`src/hdl/vmis_pkg.sv`:
```
`default_nettype none
package vmis_pkg;

  localparam int unsigned POS_BITS_DFLT = 32;
  localparam int unsigned WIN_LEN       = 7;
  localparam int unsigned OUTQ_DEPTH    = 4;
  localparam int unsigned OUTQ_AW       = $clog2(OUTQ_DEPTH);

  localparam logic [7:0] CHAR_SPACE = 8'h20;
  localparam logic [7:0] CHAR_COLON = 8'h3A;
  localparam logic [7:0] CHAR_ZERO  = 8'h30;
  localparam logic [7:0] CHAR_NINE  = 8'h39;
  localparam logic [7:0] BOOK_MAX   = 8'd255;

  typedef logic [WIN_LEN-1:0][7:0] window_t;
  localparam window_t WIN_SPACES = {WIN_LEN{CHAR_SPACE}};

  typedef enum logic [1:0] {
    ST_OK      = 2'd0,
    ST_CHAPTER = 2'd1,
    ST_VERSE   = 2'd2
  } status_t;

  typedef struct packed {
    logic [7:0]         book_number;
    logic [9:0]         chapter_number;
    logic [9:0]         verse_number;
    logic [31:0]        text_offset;
    logic signed [15:0] text_size;
    logic               starts_chapter;
    logic               starts_book;
    status_t            status;
    logic               last_of_run;
  } rec_t;

  // records handed from the scan stage to the output queue
  typedef struct packed {
    logic [1:0] cnt;
    rec_t       rec0;
    rec_t       rec1;
  } push_t;

  typedef struct packed {
    logic [7:0] book;
    logic [9:0] cur_ch;
    logic [9:0] cur_vs;
    status_t    status;
  } emit_t;

  function automatic logic is_digit(logic [7:0] c);
    return (c >= CHAR_ZERO) && (c <= CHAR_NINE);
  endfunction

  // atoi over three characters, non-digits behave as spaces
  function automatic logic [9:0] parse_group(logic [2:0][7:0] g);
    logic [9:0] v;
    logic       got;
    logic       stop;
    v    = '0;
    got  = 1'b0;
    stop = 1'b0;
    for (int i = 0; i < 3; i++) begin
      if (!stop) begin
        if (is_digit(g[i])) begin
          v   = (v << 3) + (v << 1) + 10'(g[i] - CHAR_ZERO);
          got = 1'b1;
        end else if (got) begin
          stop = 1'b1;
        end
      end
    end
    return v;
  endfunction

  function automatic logic [1:0] digit_count(logic [9:0] v);
    if (v >= 10'd100) return 2'd3;
    if (v >= 10'd10)  return 2'd2;
    return 2'd1;
  endfunction

  function automatic emit_t emit_step(logic [7:0] book, logic [9:0] cch, logic [9:0] cvs,
                                      logic [9:0] ch, logic [9:0] vs);
    emit_t e;
    e.book   = book;
    e.cur_ch = cch;
    e.cur_vs = cvs;
    if (vs == 10'd1) begin
      if (ch == 10'd1) begin
        if (book != BOOK_MAX) e.book = book + 8'd1;
        e.cur_ch = '0;
      end
      e.cur_vs = 10'd1;
      e.cur_ch = e.cur_ch + 10'd1;
    end else begin
      e.cur_vs = cvs + 10'd1;
    end
    if (ch != e.cur_ch)      e.status = ST_CHAPTER;
    else if (vs != e.cur_vs) e.status = ST_VERSE;
    else                     e.status = ST_OK;
    return e;
  endfunction

  function automatic rec_t make_rec(emit_t e, logic [9:0] ch, logic [9:0] vs,
                                    logic [31:0] off, logic [15:0] size);
    rec_t r;
    r.book_number    = e.book;
    r.chapter_number = ch;
    r.verse_number   = vs;
    r.text_offset    = off;
    r.text_size      = size;
    r.starts_chapter = (vs == 10'd1);
    r.starts_book    = (vs == 10'd1) && (ch == 10'd1);
    r.status         = e.status;
    r.last_of_run    = 1'b0;
    return r;
  endfunction

endpackage
`default_nettype wire

```
`src/hdl/vmis_ifs.sv`:
```
`default_nettype none
interface vmis_in_if;
  logic       valid;
  logic       ready;
  logic [7:0] data_byte;
  logic       end_of_text;

  modport source (output valid, output data_byte, output end_of_text, input ready);
  modport sink   (input valid, input data_byte, input end_of_text, output ready);
endinterface

interface vmis_out_if;
  logic               valid;
  logic               ready;
  logic [7:0]         book_number;
  logic [9:0]         chapter_number;
  logic [9:0]         verse_number;
  logic [31:0]        text_offset;
  logic signed [15:0] text_size;
  logic               starts_chapter;
  logic               starts_book;
  logic [1:0]         status;
  logic               last_of_run;

  modport source (output valid, output book_number, output chapter_number,
                  output verse_number, output text_offset, output text_size,
                  output starts_chapter, output starts_book, output status,
                  output last_of_run, input ready);
  modport sink   (input valid, input book_number, input chapter_number,
                  input verse_number, input text_offset, input text_size,
                  input starts_chapter, input starts_book, input status,
                  input last_of_run, output ready);
endinterface
`default_nettype wire

```
`src/hdl/verse_marker_index_scanner_top.sv`:
```
// an input byte is registered, then scanned; a record it ends enters the queue
// throughput: one byte per cycle while the output queue has room
// an end-of-text byte that closes two markers puts two records into the queue,
// drained at one record per cycle when ready is high, via a four-entry queue
// reset: synchronous, active low; clears window, counters and queue at once
`default_nettype none
module verse_marker_index_scanner_top #(
  parameter int unsigned POSITION_BITS = vmis_pkg::POS_BITS_DFLT
) (
  input  wire logic   clk,
  input  wire logic   rst_n,
  vmis_in_if.sink     in_chan,
  vmis_out_if.source  out_chan
);

  vmis_pkg::push_t push;
  vmis_pkg::rec_t  head;
  logic            room;

  vmis_core #(
    .POSITION_BITS (POSITION_BITS)
  ) u_core (
    .clk     (clk),
    .rst_n   (rst_n),
    .in_chan (in_chan),
    .room    (room),
    .push    (push)
  );

  vmis_outq u_outq (
    .clk        (clk),
    .rst_n      (rst_n),
    .push       (push),
    .room       (room),
    .head_valid (out_chan.valid),
    .head_ready (out_chan.ready),
    .head       (head)
  );

  assign out_chan.book_number    = head.book_number;
  assign out_chan.chapter_number = head.chapter_number;
  assign out_chan.verse_number   = head.verse_number;
  assign out_chan.text_offset    = head.text_offset;
  assign out_chan.text_size      = head.text_size;
  assign out_chan.starts_chapter = head.starts_chapter;
  assign out_chan.starts_book    = head.starts_book;
  assign out_chan.status         = head.status;
  assign out_chan.last_of_run    = head.last_of_run;

  a_err_is_last: assert property (@(posedge clk) disable iff (!rst_n)
    (out_chan.valid && out_chan.status != 2'(vmis_pkg::ST_OK)) |-> out_chan.last_of_run)
    else $error("sequence error record not last of run");

  a_err_halts: assert property (@(posedge clk) disable iff (!rst_n)
    (out_chan.valid && out_chan.ready && out_chan.status != 2'(vmis_pkg::ST_OK))
    |=> !out_chan.valid)
    else $error("record after sequence error");

  a_book_flag: assert property (@(posedge clk) disable iff (!rst_n)
    (out_chan.valid && out_chan.starts_book) |-> out_chan.starts_chapter)
    else $error("new book without new chapter");

endmodule
`default_nettype wire

```
`src/hdl/vmis_core.sv`:
```
`default_nettype none
module vmis_core #(
  parameter int unsigned POSITION_BITS = vmis_pkg::POS_BITS_DFLT
) (
  input  wire logic        clk,
  input  wire logic        rst_n,
  vmis_in_if.sink          in_chan,
  input  wire logic        room,
  output vmis_pkg::push_t  push
);

  localparam int unsigned PB = POSITION_BITS;

  logic                    in_valid_r;
  logic [7:0]              byte_r;
  logic                    eot_r;

  vmis_pkg::window_t       win_r, win_nxt, wn;
  logic [PB-1:0]           bs_r, bs_nxt, seen, off_new;
  logic                    pend_valid_r, pend_valid_nxt;
  logic [PB-1:0]           pend_off_r, pend_off_nxt;
  logic [9:0]              pend_ch_r, pend_ch_nxt, pend_vs_r, pend_vs_nxt;
  logic [7:0]              book_r, book_nxt;
  logic [9:0]              cur_ch_r, cur_ch_nxt, cur_vs_r, cur_vs_nxt;
  logic                    halted_r, halted_nxt;

  logic                    fire, match, has_a, err_a;
  logic [9:0]              ch_new, vs_new;
  logic [1:0]              dc_ch, dc_vs;
  logic [15:0]             size_a, size_b;
  vmis_pkg::emit_t         e_a, e_b;
  vmis_pkg::rec_t          rec_a, rec_b;

  assign in_chan.ready = !in_valid_r || room;
  assign fire          = in_valid_r && room;

  always_ff @(posedge clk) begin
    if (!rst_n) begin
      in_valid_r <= 1'b0;
    end else if (in_chan.ready) begin
      in_valid_r <= in_chan.valid;
    end
  end

  always_ff @(posedge clk) begin
    if (in_chan.valid && in_chan.ready) begin
      byte_r <= in_chan.data_byte;
      eot_r  <= in_chan.end_of_text;
    end
  end

  // window shift and marker decode
  assign wn      = {byte_r, win_r[vmis_pkg::WIN_LEN-1:1]};
  assign ch_new  = vmis_pkg::parse_group(wn[2:0]);
  assign vs_new  = vmis_pkg::parse_group(wn[6:4]);
  assign match   = (wn[3] == vmis_pkg::CHAR_COLON) && (ch_new != '0) && (vs_new != '0);
  assign dc_ch   = vmis_pkg::digit_count(ch_new);
  assign dc_vs   = vmis_pkg::digit_count(vs_new);
  assign seen    = bs_r + PB'(1);
  assign off_new = bs_r + PB'(dc_vs - 2'd1);

  assign has_a  = match && pend_valid_r;
  assign e_a    = vmis_pkg::emit_step(book_r, cur_ch_r, cur_vs_r, pend_ch_r, pend_vs_r);
  assign err_a  = has_a && (e_a.status != vmis_pkg::ST_OK);
  assign size_a = 16'(bs_r) - 16'(pend_off_r) - 16'(dc_ch) - 16'd4;
  assign rec_a  = vmis_pkg::make_rec(e_a, pend_ch_r, pend_vs_r, 32'(pend_off_r), size_a);
  assign size_b = match ? (16'd2 - 16'(dc_vs)) : (16'(seen) - 16'(pend_off_r));

  always_comb begin
    win_nxt        = win_r;
    bs_nxt         = bs_r;
    pend_valid_nxt = pend_valid_r;
    pend_off_nxt   = pend_off_r;
    pend_ch_nxt    = pend_ch_r;
    pend_vs_nxt    = pend_vs_r;
    book_nxt       = book_r;
    cur_ch_nxt     = cur_ch_r;
    cur_vs_nxt     = cur_vs_r;
    halted_nxt     = halted_r;
    e_b            = '0;
    rec_b          = '0;
    push           = '0;
    if (fire && !halted_r) begin
      win_nxt = wn;
      bs_nxt  = seen;
      if (err_a) begin
        halted_nxt             = 1'b1;
        push.cnt               = 2'd1;
        push.rec0              = rec_a;
        push.rec0.last_of_run  = 1'b1;
      end else begin
        if (has_a) begin
          book_nxt   = e_a.book;
          cur_ch_nxt = e_a.cur_ch;
          cur_vs_nxt = e_a.cur_vs;
          push.cnt   = 2'd1;
          push.rec0  = rec_a;
        end
        if (match) begin
          pend_valid_nxt = 1'b1;
          pend_off_nxt   = off_new;
          pend_ch_nxt    = ch_new;
          pend_vs_nxt    = vs_new;
          win_nxt        = vmis_pkg::WIN_SPACES;
        end
        if (eot_r) begin
          if (pend_valid_nxt) begin
            e_b   = vmis_pkg::emit_step(book_nxt, cur_ch_nxt, cur_vs_nxt,
                                        pend_ch_nxt, pend_vs_nxt);
            rec_b = vmis_pkg::make_rec(e_b, pend_ch_nxt, pend_vs_nxt,
                                       32'(pend_off_nxt), size_b);
            rec_b.last_of_run = 1'b1;
            if (has_a) begin
              push.cnt  = 2'd2;
              push.rec1 = rec_b;
            end else begin
              push.cnt  = 2'd1;
              push.rec0 = rec_b;
            end
            if (e_b.status != vmis_pkg::ST_OK) halted_nxt = 1'b1;
          end else if (has_a) begin
            push.rec0.last_of_run = 1'b1;
          end
          win_nxt        = vmis_pkg::WIN_SPACES;
          bs_nxt         = '0;
          pend_valid_nxt = 1'b0;
          pend_off_nxt   = '0;
          pend_ch_nxt    = '0;
          pend_vs_nxt    = '0;
          book_nxt       = '0;
          cur_ch_nxt     = '0;
          cur_vs_nxt     = '0;
        end else if (has_a) begin
          push.rec0.last_of_run = 1'b1;
        end
      end
    end
  end

  always_ff @(posedge clk) begin
    if (!rst_n) begin
      win_r        <= vmis_pkg::WIN_SPACES;
      bs_r         <= '0;
      pend_valid_r <= 1'b0;
      pend_off_r   <= '0;
      pend_ch_r    <= '0;
      pend_vs_r    <= '0;
      book_r       <= '0;
      cur_ch_r     <= '0;
      cur_vs_r     <= '0;
      halted_r     <= 1'b0;
    end else begin
      win_r        <= win_nxt;
      bs_r         <= bs_nxt;
      pend_valid_r <= pend_valid_nxt;
      pend_off_r   <= pend_off_nxt;
      pend_ch_r    <= pend_ch_nxt;
      pend_vs_r    <= pend_vs_nxt;
      book_r       <= book_nxt;
      cur_ch_r     <= cur_ch_nxt;
      cur_vs_r     <= cur_vs_nxt;
      halted_r     <= halted_nxt;
    end
  end

endmodule
`default_nettype wire

```
`src/hdl/vmis_outq.sv`:
```
`default_nettype none
module vmis_outq (
  input  wire logic             clk,
  input  wire logic             rst_n,
  input  wire vmis_pkg::push_t  push,
  output logic                  room,
  output logic                  head_valid,
  input  wire logic             head_ready,
  output vmis_pkg::rec_t        head
);

  localparam int unsigned AW = vmis_pkg::OUTQ_AW;
  localparam int unsigned CW = AW + 1;

  vmis_pkg::rec_t    mem_r [vmis_pkg::OUTQ_DEPTH];
  logic [AW-1:0]     wr_ptr_r, wr_ptr_nxt, rd_ptr_r, rd_ptr_nxt;
  logic [CW-1:0]     cnt_r, cnt_nxt;
  logic              pop;

  assign room       = cnt_r <= CW'(vmis_pkg::OUTQ_DEPTH - 2);
  assign head_valid = cnt_r != '0;
  assign head       = mem_r[rd_ptr_r];
  assign pop        = head_valid && head_ready;

  always_comb begin
    wr_ptr_nxt = wr_ptr_r + AW'(push.cnt);
    rd_ptr_nxt = rd_ptr_r + AW'(pop);
    cnt_nxt    = cnt_r + CW'(push.cnt) - CW'(pop);
  end

  always_ff @(posedge clk) begin
    if (push.cnt != 2'd0) mem_r[wr_ptr_r] <= push.rec0;
    if (push.cnt == 2'd2) mem_r[wr_ptr_r + AW'(1)] <= push.rec1;
  end

  always_ff @(posedge clk) begin
    if (!rst_n) begin
      wr_ptr_r <= '0;
      rd_ptr_r <= '0;
      cnt_r    <= '0;
    end else begin
      wr_ptr_r <= wr_ptr_nxt;
      rd_ptr_r <= rd_ptr_nxt;
      cnt_r    <= cnt_nxt;
    end
  end

endmodule
`default_nettype wire
```
`src/flat_wrapper.sv`:
```
// flat-port wrapper written by rule: the top's interface ports become plain ports
module verse_marker_index_scanner_top_flat 
#(
  parameter int unsigned POSITION_BITS = vmis_pkg::POS_BITS_DFLT
)
  (clk, rst_n, in_chan_valid, in_chan_data_byte, in_chan_end_of_text, in_chan_ready, out_chan_valid, out_chan_book_number, out_chan_chapter_number, out_chan_verse_number, out_chan_text_offset, out_chan_text_size, out_chan_starts_chapter, out_chan_starts_book, out_chan_status, out_chan_last_of_run, out_chan_ready);
  vmis_in_if in_chan_i ();
  vmis_out_if out_chan_i ();
  input  wire logic clk;
  input  wire logic rst_n;
  input wire logic [$bits(in_chan_i.valid)-1:0] in_chan_valid;
  input wire logic [$bits(in_chan_i.data_byte)-1:0] in_chan_data_byte;
  input wire logic [$bits(in_chan_i.end_of_text)-1:0] in_chan_end_of_text;
  output wire logic [$bits(in_chan_i.ready)-1:0] in_chan_ready;
  output wire logic [$bits(out_chan_i.valid)-1:0] out_chan_valid;
  output wire logic [$bits(out_chan_i.book_number)-1:0] out_chan_book_number;
  output wire logic [$bits(out_chan_i.chapter_number)-1:0] out_chan_chapter_number;
  output wire logic [$bits(out_chan_i.verse_number)-1:0] out_chan_verse_number;
  output wire logic [$bits(out_chan_i.text_offset)-1:0] out_chan_text_offset;
  output wire logic [$bits(out_chan_i.text_size)-1:0] out_chan_text_size;
  output wire logic [$bits(out_chan_i.starts_chapter)-1:0] out_chan_starts_chapter;
  output wire logic [$bits(out_chan_i.starts_book)-1:0] out_chan_starts_book;
  output wire logic [$bits(out_chan_i.status)-1:0] out_chan_status;
  output wire logic [$bits(out_chan_i.last_of_run)-1:0] out_chan_last_of_run;
  input wire logic [$bits(out_chan_i.ready)-1:0] out_chan_ready;
  assign in_chan_i.valid = in_chan_valid;
  assign in_chan_i.data_byte = in_chan_data_byte;
  assign in_chan_i.end_of_text = in_chan_end_of_text;
  assign in_chan_ready = in_chan_i.ready;
  assign out_chan_valid = out_chan_i.valid;
  assign out_chan_book_number = out_chan_i.book_number;
  assign out_chan_chapter_number = out_chan_i.chapter_number;
  assign out_chan_verse_number = out_chan_i.verse_number;
  assign out_chan_text_offset = out_chan_i.text_offset;
  assign out_chan_text_size = out_chan_i.text_size;
  assign out_chan_starts_chapter = out_chan_i.starts_chapter;
  assign out_chan_starts_book = out_chan_i.starts_book;
  assign out_chan_status = out_chan_i.status;
  assign out_chan_last_of_run = out_chan_i.last_of_run;
  assign out_chan_i.ready = out_chan_ready;
  verse_marker_index_scanner_top #(.POSITION_BITS(POSITION_BITS)) u_core (.clk(clk), .rst_n(rst_n), .in_chan(in_chan_i), .out_chan(out_chan_i));
endmodule
```
`config.mk`:
```
export PLATFORM = sky130hd
export DESIGN_NAME = verse_marker_index_scanner_top_flat
export DESIGN_NICKNAME = d
export VERILOG_FILES = /design/src/hdl/vmis_pkg.sv /design/src/hdl/vmis_ifs.sv /design/src/hdl/verse_marker_index_scanner_top.sv /design/src/hdl/vmis_core.sv /design/src/hdl/vmis_outq.sv /design/src/flat_wrapper.sv
export SDC_FILE = /design/constraint.sdc
export NUM_CORES = 2
export LEC_CHECK = 0
export BUFFER_PORTS_ARGS = -buffer_cell sky130_fd_sc_hd__buf_4
export CAP_MARGIN = 20
export CORE_MARGIN = 3
export CORE_UTILIZATION = 69
export CTS_BUF_LIST = sky130_fd_sc_hd__clkbuf_16
export DETAILED_ROUTE_END_ITERATION = 16
export PLACE_DENSITY = 0.92
export SYNTH_ARGS = -nofsm -noshare
export SYNTH_HDL_FRONTEND = slang
export SYNTH_SLANG_ARGS = --single-unit
```
`constraint.sdc`:
```
create_clock -name clk -period 24 [get_ports clk]
set_input_delay 1.2 -clock clk [delete_from_list [all_inputs] [get_ports clk]]
set_output_delay 1.2 -clock clk [all_outputs]
set_load 0.01 [all_outputs]
```
==> qor.txt <==
Max Fclk: 80.1 MHz
DRC: 0
I/O Buffers: 95
Fin crit share: 0.520
GRT overflow: 0
CTS Buf Count: 52
Largest net degree at the start of global routing: 74
Critical Path RT: 24.37 ns
Core area: 0.0458 sq mm
Post-Layout Cell Count: 4055
Slowest CP cell: nand2_1
Rows: 78
Outcome: complete, no violations
Max-slew violations: 0
Area of the multi-input gates: 0.0177 sq mm
# Post-CTS Setup Buffers: 0
Starting DRC count in detailed routing: 4560
First-pass DRT Iterations: 10
Top post-synthesis cells by count: nand2_1 (414), edfxtp_1 (333), o21ai_0 (305)
I/O Pins: 96
Vias after detailed routing: 29000
CTS sink cnt: 503
Gate Count Post-Synth: 3392
Antenna violations before repair: 0
Worst-margin pin slew: 1.25 ns
Min-Delay Path Class: reg -> reg
Die ar.: 0.0494 sq mm
Final wirelength: 104000 um
CTS clock-pin slew for the worst setup and hold paths: 0.07 ns
WHS: 0.520 ns
Post-CTS resize count: 0
Pwr/cell area: 64.1 mW/mm^2
Synth area leader: edfxtp_1
CP top delay family: simple AND/OR/NAND/NOR gates
Design area: 0.0352 sq mm
Die Width: 222 um
Mapped Area: 0.0322 sq mm
Ys Warns: 0
Final setup margin: 11.52 ns
Sequential area share after synthesis: 0.416
Synth area leaders: edfxtp_1 (31%), dfxtp_1 (11%), mux4_2 (5.7%), ha_1 (5.0%), nand2_1 (4.8%)
# diodes: 0
Synth Register Bits: 503
Root buf cell: clkbuf_16
Post-placement cell area: 0.0335 sq mm
Setup_tns: 0 ns
H-tree depth: 2
Avg Cell Area, Syn: 9.51 sq um
Crit path arrival time: 12.85 ns
Initial cell density of the core: 0.705
Remaining antenna violation count: 0
Slew HR: 0.157
Final Hold Violating Endpoints: 0
Seq. cell area: 0.0134 sq mm
Post-synth EDFFs: 333
Routability cong.: 0.992
Most common cell in the synthesized netlist: nand2_1
DP HPWL: 70500 um
LEAKAGE: 12.4 nW
Tmin final: 12.48 ns
Setup violators final: 0
Final Skew: 0.0304 ns
Die Ht: 222 um
Post-place setup slack: 11.94 ns
Syn-to-layout area delta: 9.17%
Hold Buf Count CTS: 0
RSZ-0062 raised after global routing: false
Worst setup SP type: flip-flop
Most used cell, CP: ha_1
Top cell type's share of synthesized area: 0.310
Worst-path fanout max: 56
Maximum VDD drop: 0.0000992 V
Crit Path Class: reg -> reg
GRT Util Overall: 0.408
Final nets: 3586
CP Capture Type: flip-flop
Maximum clock path buffer count: 3
Total power: 2.26 mW
Main synth FF type: edfxtp_1
Final Core Density: 0.769
Synth unique cells: 93
Clock Latency Late Sink: 0.62 ns
Buf/Inv on CP: 4
Layout fillers: 2949
Wire per inst: 25.6 um
First-pass GRT wire length: 159000 um
DP Cell Count: 3952
CTS tree: built
Max Cap Violations: 0
Ys async rst share: 0
Largest stage delay on the critical path: 1.05 ns
Layout cell share with drive strength beyond 1: 0.104
Number of global-route vias before repair: 28300
Vias per cell: 7.14
-- flip-flops by register name, indices dropped and copies added, names as in the netlist, 10 cells and up --
name                      flops
u_core.u_core.bs_r           32
u_core.u_core.cur_ch_r       10
u_core.u_core.cur_vs_r       10
u_core.u_core.pend_ch_r      10
u_core.u_core.pend_off_r     32
u_core.u_core.pend_vs_r      10
u_core.u_core.win_r          48
u_core.u_outq.mem_r         324
-- logic make-up after synthesis --
| group | share of synthesized area |
|---|---|
| AO/OA/AOI/OAI | 0.182 |
| XOR/XNOR | 0.0496 |
| adder cells (fa/ha/maj) | 0.0708 |
| buffers and inverters | 0.0430 |
| flip-flops | 0.416 |
| multiplexers | 0.0738 |
| other | 0.000116 |
| AND/OR/NAND/NOR | 0.165 |
-- worst reg2reg max path, delay by kind of cell, from the launching register on --
kind / cells / cell delay, ns
DFF: 1 / 0.48
and+or+nand+nor: 8 / 4.33
adders and majority gates: 6 / 2.37
buffers and inverters: 4 / 1.03
AOI/OAI and AO/OA: 14 / 3.87
xor gates and xnor gates: 1 / 0.19
-- final timing paths --
check                                               start                          to  slack [ns]  depth (start not counted)
worst max register to register    u_core.u_core.win_r[44]  u_core.u_outq.mem_r[3][50]       11.52                         33
worst min register to register  u_core.u_core.cur_ch_r[5]   u_core.u_core.cur_ch_r[5]        0.52                          2
worst min-delay path            u_core.u_core.cur_ch_r[5]   u_core.u_core.cur_ch_r[5]        0.52                          2
worst max-delay path              u_core.u_core.win_r[44]  u_core.u_outq.mem_r[3][50]       11.52                         33
-- layer usage --
layer	vias to the layer above	track usage	part of all wire	routed length (um)
li1	12500	-	-	-
met1	13600	0.534	0.36	37400
met4	0	0.210	0.054	5580
met3	490	0.131	0.15	15500
met2	2436	0.613	0.44	45300
met5	-	0	0	0
-- cell usage in the layout (no fill, tap or decap), types with 23 or more instances in the layout --
| cell type | netlist | final |
|---|---|---|
| buf_4 | 1 | 136 |
| dfxtp_1 | 170 | 168 |
| nor3_1 | 76 | 73 |
| mux4_2 | 81 | 81 |
| a211oi_1 | 33 | 33 |
| nor2_1 | 209 | 205 |
| ha_1 | 128 | 127 |
| a21o_1 | 26 | 26 |
| nand2b_1 | 23 | 23 |
| nand2_1 | 414 | 413 |
| inv_1 | 160 | 173 |
| a21oi_1 | 172 | 171 |
| nor2b_1 | 114 | 113 |
| clkbuf_16 | 0 | 52 |
| o21ai_0 | 305 | 303 |
| mux2i_1 | 45 | 45 |
| xor2_1 | 65 | 65 |
| conb_1 | 1 | 29 |
| fa_1 | 34 | 34 |
| xnor2_1 | 115 | 115 |
| o22ai_1 | 111 | 111 |
| and2_1 | 32 | 32 |
| and3_1 | 26 | 26 |
| nand3_1 | 99 | 98 |
| edfxtp_1 | 333 | 333 |
| a22oi_1 | 84 | 84 |
-- final cells by class --
type                            count  area share
Clock inverter                     46     0.00970
Sequential cell                   503       0.381
Timing Repair Buffer              142      0.0320
Inverter                          163      0.0174
Tap cell                          600      0.0213
Clock buffer                       52      0.0370
Multi-Input combinational cell   2549       0.502
-- power breakdown --
part           total (mW)  switching [mW]  leakage [nW]  internal [mW]
logic               0.496           0.282          7.09          0.214
clock network       0.793           0.355         0.851          0.438
registers           0.969          0.0370          4.41          0.932
Note: power is estimated with default switching activity, not from simulation.
